==> src/hw/rtl/bed_pkg.sv <==
// Package for the button event detector: request and result payload types,
// configuration register set, register indexes, reset values and mode codes.
// No dependencies.
package bed_pkg;

  // One scan tick: raw pin level and millisecond timestamp.
  typedef struct packed {
    logic        pin_level;
    logic [31:0] now_ms;
  } in_t;

  // Events and status for one tick.
  typedef struct packed {
    logic        press_event;
    logic        release_event;
    logic        click_event;
    logic        double_click_event;
    logic        long_press_event;
    logic        long_repeat_event;
    logic        is_held;
    logic [31:0] hold_time;
  } out_t;

  // Configuration registers as seen by the core.
  typedef struct packed {
    logic        press_level;
    logic [15:0] debounce_time;
    logic [15:0] long_press_time;
    logic [15:0] repeat_interval;
    logic [15:0] double_click_window;
  } cfg_t;

  localparam int unsigned CFG_IDX_W  = 3;
  localparam int unsigned CFG_DATA_W = 16;

  localparam logic [CFG_IDX_W-1:0] CFG_PRESS_LEVEL         = 3'd0;
  localparam logic [CFG_IDX_W-1:0] CFG_DEBOUNCE_TIME       = 3'd1;
  localparam logic [CFG_IDX_W-1:0] CFG_LONG_PRESS_TIME     = 3'd2;
  localparam logic [CFG_IDX_W-1:0] CFG_REPEAT_INTERVAL     = 3'd3;
  localparam logic [CFG_IDX_W-1:0] CFG_DOUBLE_CLICK_WINDOW = 3'd4;

  localparam logic        RST_PRESS_LEVEL         = 1'b0;
  localparam logic [15:0] RST_DEBOUNCE_TIME       = 16'd20;
  localparam logic [15:0] RST_LONG_PRESS_TIME     = 16'd1000;
  localparam logic [15:0] RST_REPEAT_INTERVAL     = 16'd200;
  localparam logic [15:0] RST_DOUBLE_CLICK_WINDOW = 16'd400;

  // Mode codes; code 3 is unused and acts like idle.
  localparam logic [1:0] MODE_IDLE    = 2'd0;
  localparam logic [1:0] MODE_PRESSED = 2'd1;
  localparam logic [1:0] MODE_WAIT    = 2'd2;

  localparam logic [1:0] CLICKS_NONE = 2'd0;
  localparam logic [1:0] CLICKS_ONE  = 2'd1;
  localparam logic [1:0] CLICKS_TWO  = 2'd2;

endpackage

==> src/hw/rtl/bed_core.sv <==
// Button event detector core: debounce and mode state plus the per-tick
// event logic. Updates state when step_i is high. Depends on bed_pkg.
module bed_core #(
  parameter int unsigned TIME_BITS = 32
) (
  input  logic         clk_i,
  input  logic         rst_ni,
  input  logic         step_i,
  input  bed_pkg::in_t in_i,
  input  bed_pkg::cfg_t cfg_i,
  output bed_pkg::out_t res_o
);

  typedef logic [TIME_BITS-1:0] tm_t;

  logic       last_raw_q, last_raw_d;
  logic       stable_q, stable_d;
  logic       db_run_q, db_run_d;
  tm_t        db_start_q, db_start_d;
  tm_t        press_time_q, press_time_d;
  tm_t        rel_time_q, rel_time_d;
  logic [1:0] clicks_q, clicks_d;
  logic       long_done_q, long_done_d;
  tm_t        rep_due_q, rep_due_d;
  logic [1:0] mode_q, mode_d;

  tm_t  now;
  tm_t  db_t, lp_t, ri_t, dcw_t;
  tm_t  db_diff, held_old, rel_diff, rep_diff_old, rep_neg, rep_diff, held;
  tm_t  now_plus_ri;
  logic raw, changed, db_fire, press, rel_evt;
  logic lp_on, ri_on, dcw_on, ld1, long_fire, rep_fire, rel_set;
  logic ev_click_rel, ev_click_wait, ev_dbl;

  // All differences are taken in parallel from registered state; a value
  // written this tick would give a difference of zero and is special-cased.
  always_comb begin
    now          = in_i.now_ms[TIME_BITS-1:0];
    db_t         = tm_t'(cfg_i.debounce_time);
    lp_t         = tm_t'(cfg_i.long_press_time);
    ri_t         = tm_t'(cfg_i.repeat_interval);
    dcw_t        = tm_t'(cfg_i.double_click_window);
    lp_on        = (cfg_i.long_press_time != '0);
    ri_on        = (cfg_i.repeat_interval != '0);
    dcw_on       = (cfg_i.double_click_window != '0);
    db_diff      = now - db_start_q;
    held_old     = now - press_time_q;
    rel_diff     = now - rel_time_q;
    rep_diff_old = now - rep_due_q;
    rep_neg      = tm_t'(0) - ri_t;
    now_plus_ri  = now + ri_t;

    raw     = (in_i.pin_level == cfg_i.press_level);
    changed = (raw != last_raw_q);

    last_raw_d = raw;
    db_start_d = changed ? now : db_start_q;
    db_fire    = changed ? (cfg_i.debounce_time == '0)
                         : (db_run_q && (db_diff >= db_t));
    db_run_d   = (changed | db_run_q) & ~db_fire;

    press   = db_fire && (raw != stable_q) && raw;
    rel_evt = db_fire && (raw != stable_q) && !raw;

    stable_d     = (db_fire && (raw != stable_q)) ? raw : stable_q;
    press_time_d = press ? now : press_time_q;
    rel_time_d   = rel_time_q;
    clicks_d     = clicks_q;
    mode_d       = mode_q;
    ev_click_rel = 1'b0;
    ev_dbl       = 1'b0;
    rel_set      = 1'b0;

    if (press) begin
      if (mode_q == bed_pkg::MODE_WAIT && clicks_q == bed_pkg::CLICKS_ONE) begin
        clicks_d = bed_pkg::CLICKS_TWO;
      end
      mode_d = bed_pkg::MODE_PRESSED;
    end else if (rel_evt) begin
      if (lp_on && long_done_q) begin
        clicks_d = bed_pkg::CLICKS_NONE;
        mode_d   = bed_pkg::MODE_IDLE;
      end else if (dcw_on && (!lp_on || held_old < lp_t)) begin
        rel_time_d = now;
        rel_set    = 1'b1;
        if (clicks_q != bed_pkg::CLICKS_NONE) begin
          clicks_d = bed_pkg::CLICKS_NONE;
          ev_dbl   = 1'b1;
          mode_d   = bed_pkg::MODE_IDLE;
        end else begin
          clicks_d = bed_pkg::CLICKS_ONE;
          mode_d   = bed_pkg::MODE_WAIT;
        end
      end else begin
        ev_click_rel = 1'b1;
        clicks_d     = bed_pkg::CLICKS_NONE;
        mode_d       = bed_pkg::MODE_IDLE;
      end
    end

    // Long press and repeat; a press this tick means zero hold time.
    held      = press ? tm_t'(0) : held_old;
    ld1       = press ? 1'b0 : long_done_q;
    long_fire = stable_d && lp_on && !ld1 && (held >= lp_t);
    long_done_d = ld1 | long_fire;
    rep_diff  = (long_fire && ri_on) ? rep_neg : rep_diff_old;
    rep_fire  = stable_d && lp_on && long_done_d && ri_on && !rep_diff[TIME_BITS-1];
    rep_due_d = ((long_fire && ri_on) || rep_fire) ? now_plus_ri : rep_due_q;

    // Double-click window timeout; cannot expire on the tick it opens.
    ev_click_wait = (mode_d == bed_pkg::MODE_WAIT) && (clicks_d == bed_pkg::CLICKS_ONE)
                    && !rel_set && (rel_diff >= dcw_t);
    if (ev_click_wait) begin
      clicks_d = bed_pkg::CLICKS_NONE;
      mode_d   = bed_pkg::MODE_IDLE;
    end

    res_o.press_event        = press;
    res_o.release_event      = rel_evt;
    res_o.click_event        = ev_click_rel | ev_click_wait;
    res_o.double_click_event = ev_dbl;
    res_o.long_press_event   = long_fire;
    res_o.long_repeat_event  = rep_fire;
    res_o.is_held            = stable_d;
    res_o.hold_time          = stable_d ? 32'(held) : 32'd0;
  end

  always_ff @(posedge clk_i or negedge rst_ni) begin
    if (!rst_ni) begin
      last_raw_q   <= 1'b0;
      stable_q     <= 1'b0;
      db_run_q     <= 1'b0;
      db_start_q   <= '0;
      press_time_q <= '0;
      rel_time_q   <= '0;
      clicks_q     <= bed_pkg::CLICKS_NONE;
      long_done_q  <= 1'b0;
      rep_due_q    <= '0;
      mode_q       <= bed_pkg::MODE_IDLE;
    end else if (step_i) begin
      last_raw_q   <= last_raw_d;
      stable_q     <= stable_d;
      db_run_q     <= db_run_d;
      db_start_q   <= db_start_d;
      press_time_q <= press_time_d;
      rel_time_q   <= rel_time_d;
      clicks_q     <= clicks_d;
      long_done_q  <= long_done_d;
      rep_due_q    <= rep_due_d;
      mode_q       <= mode_d;
    end
  end

endmodule

==> src/hw/rtl/button_event_detector_top.sv <==
// Top level of the button event detector: request and result channels,
// configuration registers, pipeline registers. Depends on bed_pkg, bed_core.
// Usage:
// - Request channel (in_valid_i / in_stall_o / in_req_i): one scan tick per
//   request, carrying the raw pin level and a millisecond timestamp.
// - Result channel (out_valid_o / out_stall_i / out_res_o): exactly one
//   result per request, in order: event pulses for that tick, the debounced
//   level and the hold time.
// - Configuration channel (cfg_valid_i / cfg_ready_o, cfg_index_i,
//   cfg_data_i): register 0 active level, 1 debounce time, 2 long press
//   time, 3 repeat interval, 4 double-click window. Other indexes are
//   ignored. Write only while no request is in flight.
// - Path: an accepted request waits in the input register; the core steps and
//   the result register loads from it once that register is free or draining.
// - Throughput: one request per cycle while not stalled; the per-tick logic is
//   parallel TIME_BITS-wide subtracts and compares between the two registers.
// - Stall: when the result register is full and stalled, the input register
//   holds and in_stall_o rises only once the input register is also full.
// - Reset: button released, idle, no debounce running, registers at their
//   defaults, both pipeline registers empty.
module button_event_detector_top #(
  parameter int unsigned TIME_BITS = 32
) (
  input  logic                               clk_i,
  input  logic                               rst_ni,
  input  logic                               in_valid_i,
  output logic                               in_stall_o,
  input  bed_pkg::in_t                       in_req_i,
  output logic                               out_valid_o,
  input  logic                               out_stall_i,
  output bed_pkg::out_t                      out_res_o,
  input  logic                               cfg_valid_i,
  output logic                               cfg_ready_o,
  input  logic [bed_pkg::CFG_IDX_W-1:0]      cfg_index_i,
  input  logic [bed_pkg::CFG_DATA_W-1:0]     cfg_data_i
);

  // Configuration registers
  bed_pkg::cfg_t cfg_q, cfg_d;

  // Input register stage
  logic          in_vld_q, in_vld_d;
  bed_pkg::in_t  in_q;

  // Result register stage
  logic          out_vld_q, out_vld_d;
  bed_pkg::out_t out_q;
  bed_pkg::out_t res;

  logic in_acc, advance;

  // The core step fires when the result register is free or draining.
  assign advance    = in_vld_q && (!out_vld_q || !out_stall_i);
  assign in_stall_o = in_vld_q && !advance;
  assign in_acc     = in_valid_i && !in_stall_o;

  assign in_vld_d  = in_acc | (in_vld_q & ~advance);
  assign out_vld_d = advance | (out_vld_q & out_stall_i);

  assign cfg_ready_o = 1'b1;

  always_comb begin
    cfg_d = cfg_q;
    if (cfg_valid_i) begin
      case (cfg_index_i)
        bed_pkg::CFG_PRESS_LEVEL:         cfg_d.press_level         = cfg_data_i[0];
        bed_pkg::CFG_DEBOUNCE_TIME:       cfg_d.debounce_time       = cfg_data_i;
        bed_pkg::CFG_LONG_PRESS_TIME:     cfg_d.long_press_time     = cfg_data_i;
        bed_pkg::CFG_REPEAT_INTERVAL:     cfg_d.repeat_interval     = cfg_data_i;
        bed_pkg::CFG_DOUBLE_CLICK_WINDOW: cfg_d.double_click_window = cfg_data_i;
        default:                          cfg_d = cfg_q;
      endcase
    end
  end

  always_ff @(posedge clk_i or negedge rst_ni) begin
    if (!rst_ni) begin
      cfg_q.press_level         <= bed_pkg::RST_PRESS_LEVEL;
      cfg_q.debounce_time       <= bed_pkg::RST_DEBOUNCE_TIME;
      cfg_q.long_press_time     <= bed_pkg::RST_LONG_PRESS_TIME;
      cfg_q.repeat_interval     <= bed_pkg::RST_REPEAT_INTERVAL;
      cfg_q.double_click_window <= bed_pkg::RST_DOUBLE_CLICK_WINDOW;
      in_vld_q                  <= 1'b0;
      out_vld_q                 <= 1'b0;
    end else begin
      cfg_q     <= cfg_d;
      in_vld_q  <= in_vld_d;
      out_vld_q <= out_vld_d;
    end
  end

  // Payload registers, no reset needed.
  always_ff @(posedge clk_i) begin
    if (in_acc) begin
      in_q <= in_req_i;
    end
    if (advance) begin
      out_q <= res;
    end
  end

  bed_core #(
    .TIME_BITS(TIME_BITS)
  ) u_core (
    .clk_i  (clk_i),
    .rst_ni (rst_ni),
    .step_i (advance),
    .in_i   (in_q),
    .cfg_i  (cfg_q),
    .res_o  (res)
  );

  assign out_valid_o = out_vld_q;
  assign out_res_o   = out_q;

endmodule

==> config.mk <==
export PLATFORM = sky130hd
export DESIGN_NAME = button_event_detector_top
export DESIGN_NICKNAME = d
export VERILOG_FILES = /design/src/hw/rtl/bed_pkg.sv /design/src/hw/rtl/bed_core.sv /design/src/hw/rtl/button_event_detector_top.sv
export SDC_FILE = /design/constraint.sdc
export NUM_CORES = 1
export LEC_CHECK = 0
export BUFFER_PORTS_ARGS = -buffer_cell sky130_fd_sc_hd__buf_4
export CORE_UTILIZATION = 63
export CTS_CLUSTER_SIZE = 25
export DETAILED_ROUTE_END_ITERATION = 6
export PLACE_DENSITY = 0.83
export SETUP_SLACK_MARGIN = 0.2
export SLEW_MARGIN = 0
export SYNTH_ARGS = -nofsm -noshare
export SYNTH_HDL_FRONTEND = slang
export SYNTH_SLANG_ARGS = --single-unit
==> constraint.sdc <==
create_clock -name clk_i -period 7.4 [get_ports clk_i]
set_input_delay 0.74 -clock clk_i [delete_from_list [all_inputs] [get_ports clk_i]]
set_output_delay 0.74 -clock clk_i [all_outputs]
set_load 0.01 [all_outputs]
* Word-level counts from Yosys, hierarchy flattened
Cells that the tools add are included.
Storage, ports and cells: bits in read-only memories 0, memories 0, bits in latches 0, flip-flop bits (word level) 275, RAM bits 0, bits of input ports 57, word-level logic and storage cells 137, output and inout port bits 42
Operators by class: magnitude comparators 4, shift-type cells 0, multipliers 0, div/mod/pow operators 0, reductions and logical operators 48, equality and inequality tests 11, bitwise operators 14, multiplexer cells 27, add/sub/neg operators 6
Operator list (number):
- $sub A32 B32 Y32 | 4
- $ge A32 B16 Y1 | 3
- $mux W32 | 2
- $reduce_bool A16 Y1 | 3
- $add A32 B16 Y32 | 1
- $lt A32 B16 Y1 | 1
- $mux W2 | 11
- $logic_and A1 B1 Y1 | 20
- $sub A1 B16 Y17 const A | 1
- $logic_not A16 Y1 | 1
- $reduce_and A2 Y1 | 8
- $mux W1 | 14
- $logic_not A1 Y1 | 9
- $eq A3 B2 Y1 const B | 2
- $not A1 Y1 | 6
- $or A1 B1 Y1 | 5
- $reduce_and A5 Y1 | 1
- $eq A2 B1 Y1 const B | 2
- $eq A2 B2 Y1 const B | 2
- $reduce_or A4 Y1 | 1
- $and A1 B1 Y1 | 3
- $eq A3 B1 Y1 const B | 1
- $eq A3 B3 Y1 const B | 1
- $logic_not A3 Y1 | 1
- 4 further kinds | 7

* Longest topological paths before layout
Gate-level depths: netlist (run 1).
word-level depth 16, depth in mapped cells 33, depth with buffers taken out 32

* By module
Synthesis (run 1) repeated with hierarchy kept, for this count alone.
Unflattened totals: cell total of the unflattened synthesis 2001, area, all modules 19748.9 µm²
By module, submodules not included:
- bed_core | area each 14858.0 µm², sequential area each 3403.3 µm², instances 1, cells an instance 1777
- button_event_detector_top | area each 4890.9 µm², sequential area each 3856.2 µm², instances 1, cells an instance 224

* Worst setup path before layout (run 1)
No wires, ideal clock.
path kind register -> register, start register in_q[1] (netlist bit), end register u_core.rep_due_q[5], required time 7.272 ns, cell stages (with the launch flop) 33, path slack 0.763 ns, data arrival time 6.510 ns, setup time 0.128 ns, path buffers 1, clock period less this slack 6.637 ns, cell sequence edfxtp_1 inv_1 fa_1 inv_1 a21o_1 a211oi_2 nor3_1 nand2b_1 xor2_1 ha_1 nor2b_1 o21ai_0 nand3_1 a211oi_1 o2111ai_1 a211o_1 or4_1 o21ai_2 nand2b_1 ha_1 nand2b_1 a21o_1 a21o_1 a211oi_1 o21bai_1 a2111oi_0 o21ai_0 a31oi_1 a41o_1 a221o_1 a221oi_4 buf_6 mux2_1
Between the ends: word-level cells in the longest chain between the ends 16, elaborated cells on any way between the ends 26, those cells by class add/sub: 4; order compare: 2; mux: 5; bitwise: 1; reduce/logical: 14
Ends and longest elaborated chain:
- start: declaration | RTL line button_event_detector_top.sv:43 | bed_pkg::in_t in_q;
- start signal: assignment | RTL line button_event_detector_top.sv:95 | in_q <= in_req_i;
- parallel branches: the longest is 16 deep, another holds $sub A32 B32 Y32
- end signal: assignment | RTL line bed_core.sv:149 | rep_due_q <= rep_due_d;
- end: declaration | RTL line bed_core.sv:24 | tm_t rep_due_q, rep_due_d;
Parallel ways; which one is timed is not known. A chain may end at the register's enable or synchronous reset.

* Worst setup path in the final report (run 1)
start register in_q[7] (netlist bit), end register u_core.rep_due_q[22]
Same word-level chain as after synthesis.

==> flow_summary.json, run 1 <==
{
  "slew_headroom": 0.251,
  "number_of_hold_buffers_added_after_cts": 0,
  "cellLeakagePower_nw": 9.94,
  "tightest_slew_ps": 1120,
  "initial_core_utilization": 0.641,
  "io_buffer_count": 97,
  "worst_supply_voltage_drop_on_vdd_uv": 245,
  "drt.antenna.violating_nets": 0,
  "final_layout_size_suffix_gt1_frac": 0.171,
  "worstPathRequired_ps": 7880,
  "max_cap_check_violation_count": 0,
  "post-route-period-util": 0.978,
  "worst-endpoint-arrival_ps": 7710,
  "net_count_after_synthesis": 2267,
  "area.sequential_mm2": 0.00726,
  "fmaxAchievable_mhz": 138,
  "synth_ff_type": "sky130_fd_sc_hd__dfrtp_1",
  "die_height_um": 176,
  "overflow": 0,
  "fp.dieArea_mm2": 0.0309,
  "yosysSeqAreaShare": 0.382,
  "rsz0062_at_grt": "true",
  "timing.critical_path.slowest_cell_delay_ps": 570,
  "synth_edf_count": 72,
  "worst_setup_path_end_kind": "flop",
  "clk_transition_reported_paths_ps": 60,
  "track_usage": 0.318,
  "final_max_slew_violation_count": 0,
  "critical_path_class": "flop to flop",
  "hpwl_after_dpl_mm": 37.8,
  "pin_count": 99,
  "antenna_found_initial": 1,
  "drt_wl_total_mm": 50.5,
  "clock_sink_count": 275,
  "layout.nets": 2418,
  "cp_top_family": "compound AO/OA/AOI/OAI gates",
  "multi_input_area_mm2": 0.0109,
  "h-tree-depth": 1,
  "cts-buffers-inserted": 30,
  "floorplan.core_area_mm2": 0.0296,
  "cts_buffer_depth": 3,
  "layout-area-overhead-vs-synth_pct": 15.5,
  "core.rowCount": 63,
  "class_of_the_tightest_hold_or_removal_check": "primary input to asynchronous set/reset pin",
  "wire_per_inst_um": 19.6,
  "clock-root-buffer": "sky130_fd_sc_hd__clkbuf_16",
  "route.vias.total": 15900,
  "ys.warnings.count": 0,
  "insertion_delay_ps": 570,
  "avgSynthCellArea_um2": 9.48,
  "setup.worst_path.start_class": "flop",
  "count_of_different_cell_masters_after_synthesis": 83,
  "critical_path_buf_inv_count": 4,
  "drtIter0Drc": 1299,
  "hold_viol": 0,
  "numPlacedInstances": 2490,
  "finalNonFillerCells": 2571,
  "final_worst_hold_slack_ps": 242,
  "synthArstFlopShare": 0.738,
  "power_per_cell_area_mw_per_mm2": 394,
  "detail_route.first_pass.iterations": 5,
  "first_global_vias": 15300,
  "totalPowerFinal_mw": 8.65,
  "finalClockSkew_ps": 16.5,
  "finalSetupViolations": 0,
  "status": "complete, no violations",
  "grt_first_pass_wirelength_mm": 78.0,
  "pin_count_of_the_biggest_net_entering_global_routing": 94,
  "cp_slowest_cell": "sky130_fd_sc_hd__or4_4",
  "globalplace.congestion": 0.952,
  "final.fill_count": 2089,
  "dieWidth_um": 176,
  "drcViolationCount": 0,
  "worstPathMaxFanout": 6,
  "avgViaCountPerCell": 6.20,
  "synthesis.instances": 2004,
  "ys_seq_elements": 275,
  "mappedNetlistArea_mm2": 0.0190,
  "tritoncts_clock_tree": "yes",
  "layout_min_cycle_time_ps": 7240
}
-- cells in the mapped netlist (16+ instances only) --
cell type,number,area (um2)
sky130_fd_sc_hd__a21o_1,49,368
sky130_fd_sc_hd__a21oi_1,117,586
sky130_fd_sc_hd__inv_1,213,800
sky130_fd_sc_hd__edfxtp_1,72,2160
sky130_fd_sc_hd__a31oi_1,18,113
sky130_fd_sc_hd__o21ai_0,139,696
sky130_fd_sc_hd__dfrtp_1,189,4730
sky130_fd_sc_hd__nand3_1,31,155
sky130_fd_sc_hd__xnor2_1,55,482
sky130_fd_sc_hd__nand2b_1,22,138
sky130_fd_sc_hd__nor3_1,30,150
sky130_fd_sc_hd__a211oi_1,16,120
sky130_fd_sc_hd__clkbuf_1,40,150
sky130_fd_sc_hd__nor4_1,29,181
sky130_fd_sc_hd__nor2_1,128,480
sky130_fd_sc_hd__mux2i_1,32,320
sky130_fd_sc_hd__nand4_1,27,169
sky130_fd_sc_hd__ha_1,202,2530
sky130_fd_sc_hd__nor2b_1,23,144
sky130_fd_sc_hd__xor2_1,49,429
sky130_fd_sc_hd__nand2_1,166,623
sky130_fd_sc_hd__o21a_1,28,210
sky130_fd_sc_hd__mux2_2,96,1080
-- logic make-up after synthesis --
| logic type | synth area share |
|---|---|
| AO/OA/AOI/OAI | 0.168 |
| XOR/XNOR | 0.0479 |
| adder cells (fa/ha/maj) | 0.137 |
| buffers and inverters | 0.0541 |
| flip-flops | 0.382 |
| multiplexers | 0.0791 |
| other | 0.000197 |
| AND/OR/NAND/NOR | 0.132 |
-- final cells by class --
class,instances,area share
tap,390,0.0222
timing repair buffer,170,0.0634
sequential,275,0.331
multi-input combinational,1464,0.498
clock inverter,14,0.0100
clock buffer,42,0.0390
antenna,2,0.000228
inverter,214,0.0366
-- stage by stage --
stage	setup WS [ps]	instance area, um2	TNS [ps]	util
final	162	22000	0	0.741
after floorplan	763	19000	0	-
after global placement	188	20400	0	0.688
after CTS	213	21500	0	0.726
after global routing	-101	21900	-1050	0.741
after detailed placement	-69.9	20400	-331	0.688
-- report_power, final --
group,internal [mW],switching [mW],leakage [nW]
sequential,2.04,0.215,3.16
combinational,2.07,2.70,6.25
clock,1.01,0.620,0.527
total,5.12,3.54,9.94
-- path summary, 6_finish.rpt --
path / startpoint / cells after the start / to / slack (ps)
max: in_q[7]$_DFFE_PP_ / 34 / u_core.rep_due_q[22]$_DFFE_PN0P_ / 160
min: rst_ni / 1 / cfg_q[47]$_DFFE_PN0P_ / 240
max reg2reg: in_q[7]$_DFFE_PP_ / 34 / u_core.rep_due_q[22]$_DFFE_PN0P_ / 160
min reg2reg: u_core.rel_time_q[30]$_DFFE_PN0P_ / 1 / u_core.rel_time_q[30]$_DFFE_PN0P_ / 490
max in group asynchronous: rst_ni / 2 / u_core.db_start_q[30]$_DFFE_PN0P_ / 5770
min in group clk_i: in_req_i[25] / 1 / in_q[25]$_DFFE_PP_ / 350
-- registers in the layout, indices dropped and copies added, names as in the netlist, 32 cells and up --
register,count
in_q,33
out_res_o,39
cfg_q,65
u_core.rep_due_q,32
u_core.press_time_q,32
u_core.db_start_q,32
u_core.rel_time_q,32
-- timing repair --
action	in CTS	in global routing
endpoints found under the setup margin	32	32
cloned	0	2
buffers inserted	1	20
pin swaps	5	33
resized for setup	8	45
-- cell usage in the layout, fill, tap and decap left out, drive strengths merged, types with 28 or more instances in the layout --
master / Yosys / layout
inv: 213 / 213
nor2: 128 / 128
mux2: 105 / 105
dfrtp: 189 / 189
o21a: 28 / 28
xor2: 49 / 49
nand3: 31 / 31
buf: 11 / 168
a21oi: 117 / 117
nand2: 166 / 166
xnor2: 55 / 55
o21ai: 152 / 152
clkbuf: 40 / 44
edfxtp: 72 / 72
nor3: 32 / 32
a21o: 49 / 49
nor4: 29 / 29
mux2i: 32 / 32
ha: 202 / 202
-- worst reg2reg max path, delay by kind of cell (launching register included) --
kind | cells | cell delay [ps]
muxes | 1 | 200
AOI/OAI and AO/OA | 17 | 3440
DFF | 1 | 430
buffers and inverters | 4 | 550
adders and majority gates | 3 | 880
xor gates and xnor gates | 1 | 160
and+or+nand+nor | 8 | 1470
-- per-layer routing --
metal  track usage  part of all wire  up-vias
li1              -                 -     7494
met1         0.430              0.42     7709
met2         0.530              0.47      630
met3        0.0452             0.073      101
met4        0.0960             0.030        0
met5             0                 0        -
Power figures use the tool's default switching activity.
==> run 2, diff against run 1 <==
--- a/config.mk
+++ b/config.mk
@@ -6,10 +6,11 @@
 export NUM_CORES = 1
 export LEC_CHECK = 0
 export BUFFER_PORTS_ARGS = -buffer_cell sky130_fd_sc_hd__buf_4
-export CORE_UTILIZATION = 63
+export CORE_UTILIZATION = 45
 export CTS_CLUSTER_SIZE = 25
 export DETAILED_ROUTE_END_ITERATION = 6
-export PLACE_DENSITY = 0.83
+export GPL_TIMING_DRIVEN = 0
+export PLACE_DENSITY = 0.63
 export SETUP_SLACK_MARGIN = 0.2
 export SLEW_MARGIN = 0
 export SYNTH_ARGS = -nofsm -noshare
==> run 2 against run 1 <==
  * Sequential share of layout area shrank 0.39 points
  * Hold slack got worse by 77 ps
  * Fmax increased by 2.0%
  * Global-route usage is 8.4 points lower
  * Register-to-register slack better by 140 ps
  * Clock skew is 8.2 ps higher
  * Die area grew 40%
  * Design area is 1.2% higher
  * Worst setup slack better by 140 ps
  * Combinational power down 2%
  * Count of clock-buffer cells in the layout is 5 higher
  * Critical path type unchanged
  * Largest cell class unchanged
==> flow_summary.json, run 2 (synthesized netlist as in run 1, its figures left out) <==
{
  "totalPowerFinal_mw": 8.61,
  "final_layout_size_suffix_gt1_frac": 0.169,
  "cp_top_family": "compound AO/OA/AOI/OAI gates",
  "class_of_the_tightest_hold_or_removal_check": "primary input to asynchronous set/reset pin",
  "io_buffer_count": 97,
  "core.rowCount": 74,
  "first_global_vias": 15200,
  "cp_slowest_cell": "sky130_fd_sc_hd__or4_4",
  "antenna_found_initial": 0,
  "cts-buffers-inserted": 34,
  "hpwl_after_dpl_mm": 38.4,
  "floorplan.core_area_mm2": 0.0412,
  "drt_wl_total_mm": 50.2,
  "final_worst_hold_slack_ps": 164,
  "largest_register_ffs": 65,
  "dieWidth_um": 208,
  "relative_contribution_of_sequential_cells_to_total_power": 0.261,
  "clk_transition_reported_paths_ps": 60,
  "drt.antenna.violating_nets": 0,
  "wire_per_inst_um": 18.3,
  "route.vias.total": 15300,
  "layout-area-overhead-vs-synth_pct": 16.9,
  "antenna_cells": 0,
  "clock-root-buffer": "sky130_fd_sc_hd__clkbuf_16",
  "finalSetupViolations": 0,
  "layout.nets": 2444,
  "timing.critical_path.slowest_cell_delay_ps": 460,
  "cts_buffer_depth": 3,
  "crit-reg2reg-capture": "u_core.rep_due_q[8]$_DFFE_PN0P_",
  "critical_path_buf_inv_count": 7,
  "top_register": "cfg_q",
  "globalplace.congestion": 0.920,
  "die_height_um": 208,
  "worst_setup_path_end_kind": "flop",
  "hold_viol": 0,
  "worstPathMaxFanout": 10,
  "r2r_slack_ps": 300,
  "worstRegToRegCells": 34,
  "power_per_cell_area_mw_per_mm2": 387,
  "post-route-period-util": 0.959,
  "slew_headroom": 0.424,
  "clockPowerShare": 0.194,
  "cellLeakagePower_nw": 9.91,
  "fp.dieArea_mm2": 0.0431,
  "rsz0062_at_grt": "true",
  "final_max_slew_violation_count": 0,
  "cellInternalPower_mw": 5.08,
  "layout_min_cycle_time_ps": 7100,
  "pin_count": 99,
  "tightest_slew_ps": 857,
  "detail_route.first_pass.iterations": 5,
  "worst_r2r_startpoint": "in_q[0]$_DFFE_PP_",
  "grt_first_pass_wirelength_mm": 79.6,
  "track_usage": 0.234,
  "power.net_switching_mw": 3.53,
  "tritoncts_clock_tree": "yes",
  "worst-endpoint-arrival_ps": 7540,
  "setup.worst_path.start_class": "flop",
  "commonest_cells_after_routing_fill_and_taps_aside": "sky130_fd_sc_hd__inv_1, sky130_fd_sc_hd__ha_1, sky130_fd_sc_hd__dfrtp_1",
  "max_cap_check_violation_count": 0,
  "drtIter0Drc": 683,
  "detailedPlace.worstSlack_ps": -1400,
  "drcViolationCount": 0,
  "worst_supply_voltage_drop_on_vdd_uv": 166,
  "finalClockSkew_ps": 24.8,
  "fmaxAchievable_mhz": 141,
  "worstPathRequired_ps": 7840,
  "overflow": 0,
  "swShare": 0.410,
  "clock_sink_count": 275,
  "critical_path_class": "flop to flop",
  "avgViaCountPerCell": 5.58,
  "initial_core_utilization": 0.461,
  "portion_of_total_power_attributed_to_combinational_logic": 0.545,
  "status": "complete, no violations",
  "pin_count_of_the_biggest_net_entering_global_routing": 120,
  "layout_setup_ws_ps": 303,
  "h-tree-depth": 2,
  "layout_commonest_cell": "sky130_fd_sc_hd__inv_1",
  "insertion_delay_ps": 560
}
run 2: changes by cell type in the layout (fill, tap and decap cells not counted), moves of 3 or more:
cell	change
sky130_fd_sc_hd__buf_4	-17
sky130_fd_sc_hd__mux2_4	-4
sky130_fd_sc_hd__a21oi_1	-3
sky130_fd_sc_hd__buf_6	-3
sky130_fd_sc_hd__bufinv_16	-4
sky130_fd_sc_hd__mux2_1	+4
sky130_fd_sc_hd__buf_2	+3
sky130_fd_sc_hd__clkbuf_16	+4
sky130_fd_sc_hd__clkbuf_1	+40
sky130_fd_sc_hd__o21ai_2	+3
sky130_fd_sc_hd__ha_4	+3
sky130_fd_sc_hd__ha_1	-4
run 2: worst max-delay path by stage:
stage / startpoint / to / slack (ps) / cells after the start
2_1_floorplan: in_q[1]$_DFFE_PP_ / u_core.rep_due_q[5]$_DFFE_PN0P_ / 760 / 32
3_3_place_gp: in_q[6]$_DFFE_PP_ / u_core.rep_due_q[8]$_DFFE_PN0P_ / -1450 / 29
3_5_place_dp: in_q[1]$_DFFE_PP_ / u_core.rep_due_q[5]$_DFFE_PN0P_ / -1400 / 31
4_1_cts: in_q[0]$_DFFE_PP_ / u_core.rep_due_q[9]$_DFFE_PN0P_ / 200 / 34
5_1_grt: in_q[0]$_DFFE_PP_ / u_core.rep_due_q[8]$_DFFE_PN0P_ / 50 / 34
6_report: in_q[0]$_DFFE_PP_ / u_core.rep_due_q[8]$_DFFE_PN0P_ / 300 / 34
run 2: power groups by stage:
| stage | Combinational [mW] | Sequential, mW | Clock [mW] |
|---|---|---|---|
| after floorplan | 3.22 | 2.25 | 0 |
| after global placement | 4.22 | 2.27 | 0 |
| after detailed placement | 4.30 | 2.28 | 0 |
| after CTS | 4.55 | 2.25 | 1.71 |
| after global routing | 5.26 | 2.30 | 1.77 |
| final | 4.69 | 2.25 | 1.67 |
run 2: what timing repair did:
item                                    in CTS  in global routing
hold buffers                                 0                  0
resized for setup                           47                 14
pin swaps                                   22                 11
endpoints found under the setup margin      34                 32
buffers inserted                            29                 12
gates cloned                                 0                  1
run 2: per-layer routing:
metal  track usage  vias to the layer above  part of all wire
met1         0.315                     7385              0.47
met4        0.0726                        0             0.027
li1              -                     7533                 -
met5             0                        -                 0
met2         0.385                      304              0.46
met3        0.0378                       72             0.042
run 2: layout make-up:
class	instances	area (um2)
buffer	51	241
multi-input combinational	1464	11000
sequential	275	7260
clock inverter	15	151
clock buffer	47	971
fill	3728	19000
inverter	214	807
timing repair buffer	141	1130
tap	532	666
run 2: through the flow:
| step | instances | cell area (um2) | TNS, ps | utilization |
|---|---|---|---|---|
| after floorplan | 2004 | 19000 | 0 | - |
| after global placement | 2633 | 20400 | -44340 | 0.495 |
| after detailed placement | 2635 | 20500 | -42420 | 0.496 |
| after CTS | 2726 | 22000 | 0 | 0.535 |
| after global routing | 2739 | 22200 | 0 | 0.539 |
| final | 2739 | 22200 | 0 | 0.539 |
